[src/hw/rtl/xcf_pkg.sv]
package xcf_pkg;

    // Command codes on i_cmd
    typedef enum logic {
        CMD_START   = 1'b0,
        CMD_PAYLOAD = 1'b1
    } t_cmd;

    localparam logic [7:0] HDR_SOH        = 8'h01;
    localparam logic [7:0] PKT_NUM_RESET  = 8'h01;
    localparam int         PACKET_SIZE_DEF = 128;
    localparam int         RES_CNT_W      = 2;

    localparam logic [RES_CNT_W-1:0] RES_NONE  = 2'd0;
    localparam logic [RES_CNT_W-1:0] RES_ONE   = 2'd1;
    localparam logic [RES_CNT_W-1:0] RES_THREE = 2'd3;

    // Up to three wire bytes caused by one input transfer
    typedef struct packed {
        logic [RES_CNT_W-1:0] count;
        logic [7:0]           byte0;
        logic [7:0]           byte1;
        logic [7:0]           byte2;
        logic                 last2;
    } t_result_set;

    typedef struct packed {
        logic [RES_CNT_W-1:0] count;
        logic                 can_load;
    } t_buf_status;

    // CRC-16/XMODEM, poly 0x1021, MSB first, one byte
    function automatic logic [15:0] crc16_byte(input logic [15:0] crc, input logic [7:0] b);
        logic [15:0] c;
        c = crc ^ {b, 8'h00};
        for (int i = 0; i < 8; i++) begin
            if (c[15]) begin
                c = {c[14:0], 1'b0} ^ 16'h1021;
            end else begin
                c = {c[14:0], 1'b0};
            end
        end
        return c;
    endfunction

endpackage

[src/hw/rtl/xcf_core.sv]
module xcf_core #(
    parameter int PACKET_SIZE = xcf_pkg::PACKET_SIZE_DEF
) (
    input  logic                 i_clk,
    input  logic                 i_rst_n,
    input  logic                 i_take,
    input  logic                 i_cmd,
    input  logic [7:0]           i_header_code,
    input  logic [7:0]           i_data_byte,
    input  logic                 i_data_real,
    output xcf_pkg::t_result_set o_res
);

    localparam int            CW       = $clog2(PACKET_SIZE + 1);
    localparam logic [CW-1:0] LAST_CNT = CW'(PACKET_SIZE - 1);

    logic [7:0]    r_pkt_num, n_pkt_num;
    logic [15:0]   r_crc, n_crc;
    logic [CW-1:0] r_cnt, n_cnt;
    logic          r_open, n_open;
    logic          r_allow, n_allow;

    logic          is_start;
    logic [7:0]    pay_byte;
    logic [15:0]   crc_upd;
    logic          is_last;

    assign is_start = (xcf_pkg::t_cmd'(i_cmd) == xcf_pkg::CMD_START);
    assign pay_byte = (i_data_real && r_allow) ? i_data_byte : 8'h00;
    assign crc_upd  = xcf_pkg::crc16_byte(r_crc, pay_byte);
    assign is_last  = (r_cnt == LAST_CNT);

    always_comb begin
        n_pkt_num   = r_pkt_num;
        n_crc       = r_crc;
        n_cnt       = r_cnt;
        n_open      = r_open;
        n_allow     = r_allow;
        o_res.count = xcf_pkg::RES_NONE;
        o_res.byte0 = pay_byte;
        o_res.byte1 = crc_upd[15:8];
        o_res.byte2 = crc_upd[7:0];
        o_res.last2 = 1'b0;
        if (is_start) begin
            o_res.count = xcf_pkg::RES_THREE;
            o_res.byte0 = i_header_code;
            o_res.byte1 = r_pkt_num;
            o_res.byte2 = ~r_pkt_num;
            n_pkt_num   = r_pkt_num + 8'd1;
            n_crc       = 16'h0000;
            n_cnt       = '0;
            n_open      = 1'b1;
            n_allow     = (i_header_code == xcf_pkg::HDR_SOH);
        end else if (r_open) begin
            n_crc = crc_upd;
            if (is_last) begin
                o_res.count = xcf_pkg::RES_THREE;
                o_res.last2 = 1'b1;
                n_cnt       = '0;
                n_open      = 1'b0;
            end else begin
                o_res.count = xcf_pkg::RES_ONE;
                n_cnt       = r_cnt + CW'(1);
            end
        end
    end

    always_ff @(posedge i_clk) begin
        if (!i_rst_n) begin
            r_pkt_num <= xcf_pkg::PKT_NUM_RESET;
            r_crc     <= 16'h0000;
            r_cnt     <= '0;
            r_open    <= 1'b0;
            r_allow   <= 1'b0;
        end else if (i_take) begin
            r_pkt_num <= n_pkt_num;
            r_crc     <= n_crc;
            r_cnt     <= n_cnt;
            r_open    <= n_open;
            r_allow   <= n_allow;
        end
    end

endmodule

[src/hw/rtl/xcf_out_buf.sv]
module xcf_out_buf (
    input  logic                 i_clk,
    input  logic                 i_rst_n,
    input  logic                 i_load,
    input  xcf_pkg::t_result_set i_res,
    input  logic                 i_ready,
    output logic                 o_valid,
    output logic [7:0]           o_out_byte,
    output logic                 o_packet_end,
    output xcf_pkg::t_buf_status o_status
);

    logic [7:0]                      r_byte [0:2];
    logic                            r_last [0:2];
    logic [xcf_pkg::RES_CNT_W-1:0]   r_cnt;
    logic                            drain;

    assign o_valid      = (r_cnt != xcf_pkg::RES_NONE);
    assign o_out_byte   = r_byte[0];
    assign o_packet_end = r_last[0];
    assign drain        = o_valid && i_ready;

    // Room for a new set when empty, or once the last held byte leaves this cycle
    assign o_status.count    = r_cnt;
    assign o_status.can_load = (r_cnt == xcf_pkg::RES_NONE) ||
                               ((r_cnt == xcf_pkg::RES_ONE) && i_ready);

    always_ff @(posedge i_clk) begin
        if (i_load) begin
            r_byte[0] <= i_res.byte0;
            r_byte[1] <= i_res.byte1;
            r_byte[2] <= i_res.byte2;
            r_last[0] <= 1'b0;
            r_last[1] <= 1'b0;
            r_last[2] <= i_res.last2;
        end else if (drain) begin
            r_byte[0] <= r_byte[1];
            r_byte[1] <= r_byte[2];
            r_last[0] <= r_last[1];
            r_last[1] <= r_last[2];
        end
    end

    always_ff @(posedge i_clk) begin
        if (!i_rst_n) begin
            r_cnt <= xcf_pkg::RES_NONE;
        end else if (i_load) begin
            r_cnt <= i_res.count;
        end else if (drain) begin
            r_cnt <= r_cnt - 2'd1;
        end
    end

endmodule

[src/hw/rtl/xmodem_crc_packet_framer.sv]
// XMODEM-CRC packet framer: turns command transfers into packet bytes.
// Input channel (i_valid / o_ready): i_cmd = 0 starts a packet with
//   header i_header_code; i_cmd = 1 carries one payload byte
//   (i_data_byte, zeroed when i_data_real = 0 or the header is not SOH).
// Output channel (o_valid / i_ready): one wire byte per transfer on
//   o_out_byte; o_packet_end marks the CRC low byte.
// A start gives header, packet number, inverted packet number. Each
// payload transfer gives its byte; the PACKET_SIZE-th also gives CRC
// high and low. Payload with no open packet gives nothing.
// The first byte of a result is on the output in the cycle after the
//   input transfer. Throughput: one input transfer per cycle for
//   single-byte results while the receiver is ready; a start or
//   packet-closing transfer holds the 3-byte output buffer, so the
//   next input waits until its last byte drains. The output buffer's
//   one-byte-per-cycle drain, held while i_ready is low, sets the rate.
// Reset (sync, active low): packet number 1, no packet open, output
//   buffer empty. A stalled receiver holds the current byte; input is
//   accepted again once the buffer is down to its last byte and it moves.
module xmodem_crc_packet_framer #(
    parameter int PACKET_SIZE = xcf_pkg::PACKET_SIZE_DEF
) (
    input  logic       i_clk,
    input  logic       i_rst_n,
    input  logic       i_valid,
    output logic       o_ready,
    input  logic       i_cmd,
    input  logic [7:0] i_header_code,
    input  logic [7:0] i_data_byte,
    input  logic       i_data_real,
    output logic       o_valid,
    input  logic       i_ready,
    output logic [7:0] o_out_byte,
    output logic       o_packet_end
);

    xcf_pkg::t_result_set res;
    xcf_pkg::t_buf_status buf_st;
    logic                 take;

    assign o_ready = buf_st.can_load;
    assign take    = i_valid && o_ready;

    // Header/payload decode, packet number, running CRC, byte count
    xcf_core #(
        .PACKET_SIZE(PACKET_SIZE)
    ) u_core (
        .i_clk         (i_clk),
        .i_rst_n       (i_rst_n),
        .i_take        (take),
        .i_cmd         (i_cmd),
        .i_header_code (i_header_code),
        .i_data_byte   (i_data_byte),
        .i_data_real   (i_data_real),
        .o_res         (res)
    );

    // Three-byte result register, drained one byte per transfer
    xcf_out_buf u_out_buf (
        .i_clk        (i_clk),
        .i_rst_n      (i_rst_n),
        .i_load       (take),
        .i_res        (res),
        .i_ready      (i_ready),
        .o_valid      (o_valid),
        .o_out_byte   (o_out_byte),
        .o_packet_end (o_packet_end),
        .o_status     (buf_st)
    );

    // A start always leaves three bytes queued
    a_start_three: assert property (@(posedge i_clk) disable iff (!i_rst_n)
        take && (xcf_pkg::t_cmd'(i_cmd) == xcf_pkg::CMD_START)
        |=> o_valid && (buf_st.count == xcf_pkg::RES_THREE))
        else $error("start transfer did not queue three bytes");

    // Packet end only ever sits on the final queued byte
    a_end_is_tail: assert property (@(posedge i_clk) disable iff (!i_rst_n)
        o_valid && o_packet_end |-> (buf_st.count == xcf_pkg::RES_ONE))
        else $error("packet end flag not on last queued byte");

    // Input taken only when no queued byte would be overwritten
    a_no_overwrite: assert property (@(posedge i_clk) disable iff (!i_rst_n)
        take |-> (buf_st.count == xcf_pkg::RES_NONE) ||
                 ((buf_st.count == xcf_pkg::RES_ONE) && i_ready))
        else $error("input accepted over undelivered bytes");

endmodule

[config.mk]
export PLATFORM = sky130hd
export DESIGN_NAME = xmodem_crc_packet_framer
export DESIGN_NICKNAME = d
export VERILOG_FILES = /design/src/hw/rtl/xcf_pkg.sv /design/src/hw/rtl/xcf_core.sv /design/src/hw/rtl/xcf_out_buf.sv /design/src/hw/rtl/xmodem_crc_packet_framer.sv
export SDC_FILE = /design/constraint.sdc
export NUM_CORES = 1
export LEC_CHECK = 0
export BUFFER_PORTS_ARGS = -buffer_cell sky130_fd_sc_hd__buf_2
export CORE_MARGIN = 5
export CORE_UTILIZATION = 53
export CTS_CLUSTER_SIZE = 30
export DETAILED_ROUTE_END_ITERATION = 6
export PLACE_DENSITY = 0.73
export SLEW_MARGIN = 20
export SYNTH_ARGS = -nofsm -noshare
export SYNTH_HDL_FRONTEND = slang
export SYNTH_HIERARCHICAL = 1
export SYNTH_SLANG_ARGS = --single-unit
[constraint.sdc]
create_clock -name i_clk -period 2.35 [get_ports i_clk]
set_input_delay 0.235 -clock i_clk [delete_from_list [all_inputs] [get_ports i_clk]]
set_output_delay 0.235 -clock i_clk [all_outputs]
set_load 0.02 [all_outputs]
==> flow_metrics.tcl, run 1 <==
set metrics [dict create \
    holdWs_ns 0.2229 \
    grt-ovfl-total 0 \
    finalCriticalPeriod_ns 2.142 \
    setup_violations 0 \
    cts.clk_slew.worst_paths_ns 0.07 \
    synth_compound_area_share_pct 8.082 \
    grt_antenna_before_repair 0 \
    cts_resized 0 \
    final_layout_size_suffix_gt1_share_pct 27.78 \
    num_rows 28 \
    cp.required_ns 2.45 \
    grt_max_degree 34 \
    yosys.area_share.simple_pct 15.48 \
    grt_pass1_wl_mm 10.29 \
    rsz0062_at_grt "no" \
    die_h_um 89.07 \
    postCtsSetupBuffers 0 \
    syn_area_um2 3313 \
    ios 33 \
    grt_pass1_vias 2139 \
    track_usage_pct 17.42 \
    ant_nets 0 \
    synth_fa_ha_area_share_pct 1.888 \
    fin_nets 364 \
    status "complete, no violations" \
    cp-start-kind "flip-flop" \
    hp-class "input port to flip-flop" \
    crit_fanout 16 \
    diodes 0 \
    drt-total-wl_mm 6.353 \
    leakagePower_nw 1.469 \
    clockBufferDepth 2 \
    syn_area_per_cell_um2 10.83 \
    fin_crit_sh_pct 91.13 \
    dr.first_iter.drc_count 169 \
    powerDensity_nw_per_um2 743.5 \
    maxSlewHeadroom_pct 59.38 \
    finalWeightedCongestion 0.8179 \
    area_growth_pct 11.33 \
    synth_fp_nets 333 \
    dieArea_um2 7933 \
    io_buffers 32 \
    dr.pass1.iters 4 \
    max_freq_mhz 466.9 \
    drt-wirelength-per-cell_um 15.24 \
    htree_levels 3 \
    final_cells 417 \
    vias 2226 \
    p_total_w 0.002742 \
    cts_hold_buffers 0 \
    cts_buffers 9 \
    ys_types 46 \
    dp.cells 401 \
    synthCells 306 \
    clkSinkCount 63 \
    initial_core_util_pct 55.30 \
    cts_tree "yes" \
    crit_path_end_kind "flip-flop" \
    worstSetupPathType "flip-flop to flip-flop" \
    drv_cap 0 \
    synth_top_family_by_area "simple AND/OR/NAND/NOR gates" \
    yosysSeqAreaShare_pct 46.22 \
    yosys_warnings 6 \
    synth-seq-cells 63 \
    n_fill_cell 486 \
    clock_skew_ns 0.008510 \
    setup_tns_ns 0 \
    slew_violations 0 \
    core-area_um2 5991 \
    clk_latency_ns 0.35 \
    cts-root-buf "clkbuf_8" \
    synth_xor_area_share_pct 12.95 \
    muxShareOfSynthArea_pct 10.12 \
    worst_pin_slew_ns 0.6093 \
    hpwl_mm 4.595 \
    viasPerCell 5.338 \
    hold_viol 0 \
    vdd_drop_max_mv 0.4566 \
    arrival_ns 2.24 \
    dieWidth_um 89.07 \
    drc 0 \
]
==> critical path, cell delays in order, from the launching register on <==
cell     delay [ns]
dfxtp_1        0.34
inv_1          0.09
ha_1           0.22
a21o_1         0.17
and2_2         0.25
inv_2          0.10
and3_1         0.20
buf_12         0.17
mux2_2         0.35
==> kinds of logic after synthesis <==
family | count (synthesis)
AOI/OAI and AO/OA | 42
xor gates and xnor gates | 43
adders and majority gates | 5
buffers and inverters | 30
DFF | 63
muxes | 27
and+or+nand+nor | 96
==> per-stage QoR <==
step	setup WS (ns)	instance area, µm²	util (%)
global route	0.1277	3689	61.57
floorplan	0.1702	3314	-
global placement	0.3120	3501	58.44
detailed placement	0.2302	3501	58.44
CTS	0.2157	3689	61.57
finish	0.2084	3689	61.57
==> cell type report <==
class | instances | area [µm²] | share of cell area [%]
timing repair buffer | 39 | 225.2 | 6.106
tap | 75 | 93.84 | 2.544
inverter | 11 | 41.29 | 1.119
clock buffer | 9 | 123.9 | 3.358
clock inverter | 7 | 63.81 | 1.730
multi-input combinational | 213 | 1609 | 43.62
sequential | 63 | 1531 | 41.52
==> synthesized netlist by cell type (all sizes together) <==
cell    instances  area [µm²]
a21o            6       45.04
xor2           14       137.6
and3b           1       8.760
ha              5       62.56
nor3            1       5.000
buf            17       125.1
o22ai           4       25.02
and4            1       11.26
or3             1       11.26
nor2b           6       37.54
nor3b           2       15.01
clkbuf          2       7.510
nor4            2       12.51
a211o           1       8.760
nand2b          3       18.77
a21oi           7       35.03
nand4           4       25.02
nor2           19       83.83
and2           13       81.33
and3            7       47.54
o21ai          12       60.05
mux2           22       285.3
a21boi          4       30.03
mux2i           5       50.05
nand3           8       40.04
dfxtp          36       720.7
a22o            3       26.28
inv            11       41.29
xnor2          29       291.5
nand2          28       115.1
a22oi           5       37.54
edfxtp         27       810.8
==> layer usage <==
metal	part of all wire (%)	routed length (µm)	global-route usage (%)
met1	48	3045	22.80
met2	44	2776	26.86
met3	7.2	459	4.608
met4	1.1	72	8.390
met5	0	0	0
==> sequential cells by signal (all words and copies together) (netlist names) <==
signal            flops
u_out_buf/r_byte     24
u_core/r_crc         16
u_core/r_cnt          8
u_core/r_pkt_num      8
u_out_buf/r_last      3
u_out_buf/r_cnt       2
u_core/r_allow        1
u_core/r_open         1
==> layout by cell type (no fill, tap or decap), types with 11 or more instances in the layout <==
cell      count
dfxtp_1      36
buf_2        32
edfxtp_1     27
nand2_1      26
xnor2_1      24
nor2_1       16
mux2_2       12
xor2_1       12
and2_1       12
o21ai_0      11
==> power breakdown <==
| group | internal, W | total (W) | switching (W) |
|---|---|---|---|
| Sequential | 0.00129 | 0.00133 | 0.0000397 |
| Clock | 0.000479 | 0.000896 | 0.000417 |
| Combinational | 0.000210 | 0.000515 | 0.000305 |
| Total | 0.00198 | 0.00274 | 0.000761 |
==> final timing paths <==
path / startpoint / to / slack [ns] / cells after the start
hold reg to reg: u_core/r_crc[8] / u_core/r_crc[8] / 0.48 / 2
setup reg to reg: u_out_buf/r_cnt[0] / u_out_buf/r_byte[0][0] / 0.21 / 8
hold / removal: i_header_code[3] / u_core/r_allow / 0.22 / 4
setup / recovery: u_out_buf/r_cnt[0] / u_out_buf/r_byte[0][0] / 0.21 / 8
Power figures use the tool's default switching activity.
==> run 2: changes to the inputs <==
- ABC_AREA: not set -> 1
- PLACE_DENSITY: 0.73 -> 0.72
==> run 2 against run 1 <==
Maximum frequency up 2.9%. Power up 40%. Worst setup slack improved by 0.061 ns. Clock skew barely moved. Utilization is 1.2 points lower. Sequential power grew 19%. Design area increased by 3.9%. Non-clock buffer count increased by 1. Largest power group unchanged. Highest routed layer unchanged.
==> flow_metrics.tcl, run 2 <==
set metrics [dict create \
    synth-seq-cells 63 \
    cp_slowest_stage_delay_ns 0.33 \
    intPower_w 0.002455 \
    final_cell_mix "nand2_1, inv_1, o21ai_0" \
    clockBufferDepth 2 \
    io_buffers 32 \
    cts-root-buf "clkbuf_8" \
    drt-wirelength-per-cell_um 12.99 \
    synthTopCellsByCount "nand2_1, inv_1, o21ai_0" \
    yosys-top-cells-area "edfxtp_1, dfxtp_1, nand2_1" \
    crit_path_end_kind "flip-flop" \
    p_seq_share_pct 41.4 \
    swShare_pct 35.92 \
    combPwrFrac_pct 31.6 \
    track_usage_pct 18.61 \
    crit_chain "inv_1 -> ha_1 -> inv_1 -> nand2_1 -> nand2_1 -> inv_1 -> buf_4 -> nand2_1 -> nor3_1 -> nand3_1 -> nand2_1 -> nor2_1" \
    fin_crit_sh_pct 88.53 \
    drt-total-wl_mm 7.342 \
    hold_end "u_core/r_allow" \
    dr.first_iter.drc_count 317 \
    diodes 0 \
    cts_hold_buffers 0 \
    p_switching_w 0.001376 \
    worstReg2RegStart "u_out_buf/r_cnt[0]" \
    hpwl_mm 5.579 \
    grt_antenna_before_repair 0 \
    postCtsSetupBuffers 0 \
    worst_path_most_repeated_cell "nand2_1" \
    r2r-end "u_core/r_pkt_num[4]" \
    crit_path_top_delay_cell "dfxtp_1" \
    grt_pass1_wl_mm 12.36 \
    placed_area_um2 3611 \
    powerDensity_nw_per_um2 999.6 \
    final_common_cell "nand2_1" \
    synth_flop_cell "dfxtp_1" \
    leakagePower_nw 1.659 \
    status "complete, no violations" \
    clkSinkCount 63 \
    clkPwrFrac_pct 27.1 \
    num_rows 29 \
    cts_buffers 9 \
    yosys_warnings 6 \
    dr.pass1.iters 5 \
    hp-class "input port to flip-flop" \
    viasPerCell 5.207 \
    yosysSeqAreaShare_pct 44.19 \
    yosysTopAreaCell "edfxtp_1" \
    final_cells 565 \
    ios 33 \
    ant_nets 0 \
    dieWidth_um 90.87 \
    critPathTopFamily "simple AND/OR/NAND/NOR gates" \
    drc 0 \
    synth_enable_flop_cells 27 \
    syn_area_per_cell_um2 7.600 \
    rsz0062_at_grt "no" \
    timing.reg2reg.setup_slack_ns 0.27 \
    synthCells 456 \
    path_buf_inv 4 \
    maxSlewHeadroom_pct 55.11 \
    finalCriticalPeriod_ns 2.081 \
    clk_latency_ns 0.34 \
    min-delay-start "i_header_code[2]" \
    synth_fp_nets 483 \
    vias 2942 \
    cp-start-kind "flip-flop" \
    core-area_um2 6350 \
    slew_violations 0 \
    cp.required_ns 2.59 \
    setup_violations 0 \
    worst_pin_slew_ns 0.6726 \
    hold_viol 0 \
    fin_nets 510 \
    grt_max_degree 33 \
    cts_resized 0 \
    final_layout_size_suffix_gt1_share_pct 17.83 \
    die_h_um 90.87 \
    grt_pass1_vias 2658 \
    max_flop_register "u_out_buf/r_byte" \
    dieArea_um2 8256 \
    crit_fanout 11 \
    finalWeightedCongestion 0.8624 \
    design_area_um2 3832 \
    min_path_cells 3 \
    largest_reg_flops 24 \
    cts.clk_slew.worst_paths_ns 0.07 \
    initial_core_util_pct 54.58 \
    arrival_ns 2.32 \
    r2r_cells 12 \
    ys_types 30 \
    dp.cells 549 \
    max_freq_mhz 480.7 \
    setup_tns_ns 0 \
    ys_async_sr_fraction_pct 0 \
    p_total_w 0.003831 \
    yosysTopAreaCellShare_pct 23.39 \
    synth_most_common_cell "nand2_1" \
    syn_area_um2 3466 \
    cts_tree "yes" \
    grt-ovfl-total 0 \
    holdWs_ns 0.2735 \
    area_growth_pct 10.58 \
    vdd_drop_max_mv 0.6326 \
    worstSetupPathType "flip-flop to flip-flop" \
    htree_levels 3 \
    drv_cap 0 \
    top_regs "u_out_buf/r_byte x24, u_core/r_crc x16" \
    clock_skew_ns 0.008183 \
]
[run 2: cells by family (layout without fill, tap and decap cells)]
kind of cell	after synthesis	count (layout)	share of synthesized area, %
flops	63	63	44.19
simple gates	208	208	26.53
compound gates	89	89	14.84
fa+ha+maj	5	5	1.805
buf+inv	88	120	11.88
xor+xnor	3	3	0.7583
[run 2: worst reg2reg max path: stages (launching register included)]
cell     delay (ns)
dfxtp_1        0.33
inv_1          0.09
ha_1           0.16
inv_1          0.07
nand2_1        0.09
nand2_1        0.05
inv_1          0.23
buf_4          0.24
nand2_1        0.20
nor3_1         0.30
nand3_1        0.11
nand2_1        0.08
nor2_1         0.04
[run 2: final cells by class]
cell class                 instances  area [µm²]
clock inverter                     7       97.59
tap                               77       96.34
inverter                          64       240.2
sequential                        63        1531
timing repair buffer              40       220.2
fill                             577        2517
clock buffer                       9       123.9
multi-input combinational        305        1523
[run 2: worst max path at each step]
| stage | startpoint | endpoint | cells past startpoint |
|---|---|---|---|
| 6_report | u_out_buf/r_cnt[0] | u_core/r_pkt_num[4] | 12 |
| 5_1_grt | u_out_buf/r_cnt[0] | u_core/r_pkt_num[6] | 12 |
| 4_1_cts | u_out_buf/r_cnt[0] | u_core/r_pkt_num[4] | 12 |
| 3_5_place_dp | u_out_buf/r_cnt[0] | u_core/r_pkt_num[4] | 12 |
| 3_3_place_gp | u_out_buf/r_cnt[0] | u_core/r_pkt_num[4] | 12 |
| 2_1_floorplan | u_out_buf/r_cnt[0] | u_core/r_pkt_num[6] | 11 |
[run 2: per-layer routing]
layer	up-vias	global-route usage, %	wire [µm]
met5	-	0	0
met3	10	4.167	397
met4	0	6.601	100
met1	1325	25.60	3446
li1	1534	-	-
met2	73	28.75	3398
[run 2: power by group through the flow]
stage	Combinational (W)	Clock [W]	Sequential [W]
final	0.00121	0.00104	0.00158
after global routing	0.00137	0.00111	0.00162
after CTS	0.00122	0.00106	0.00159
after detailed placement	0.00121	0	0.00161
after global placement	0.00119	0	0.00160
after floorplan	0.00101	0	0.00160
[run 2: through the flow]
stage | utilization, % | setup WS (ns)
after global routing | 60.35 | 0.01755
final | 60.35 | 0.2695
after global placement | 56.87 | 0.3716
after floorplan | - | 0.2444
after detailed placement | 56.87 | 0.2844
after CTS | 60.35 | 0.2761
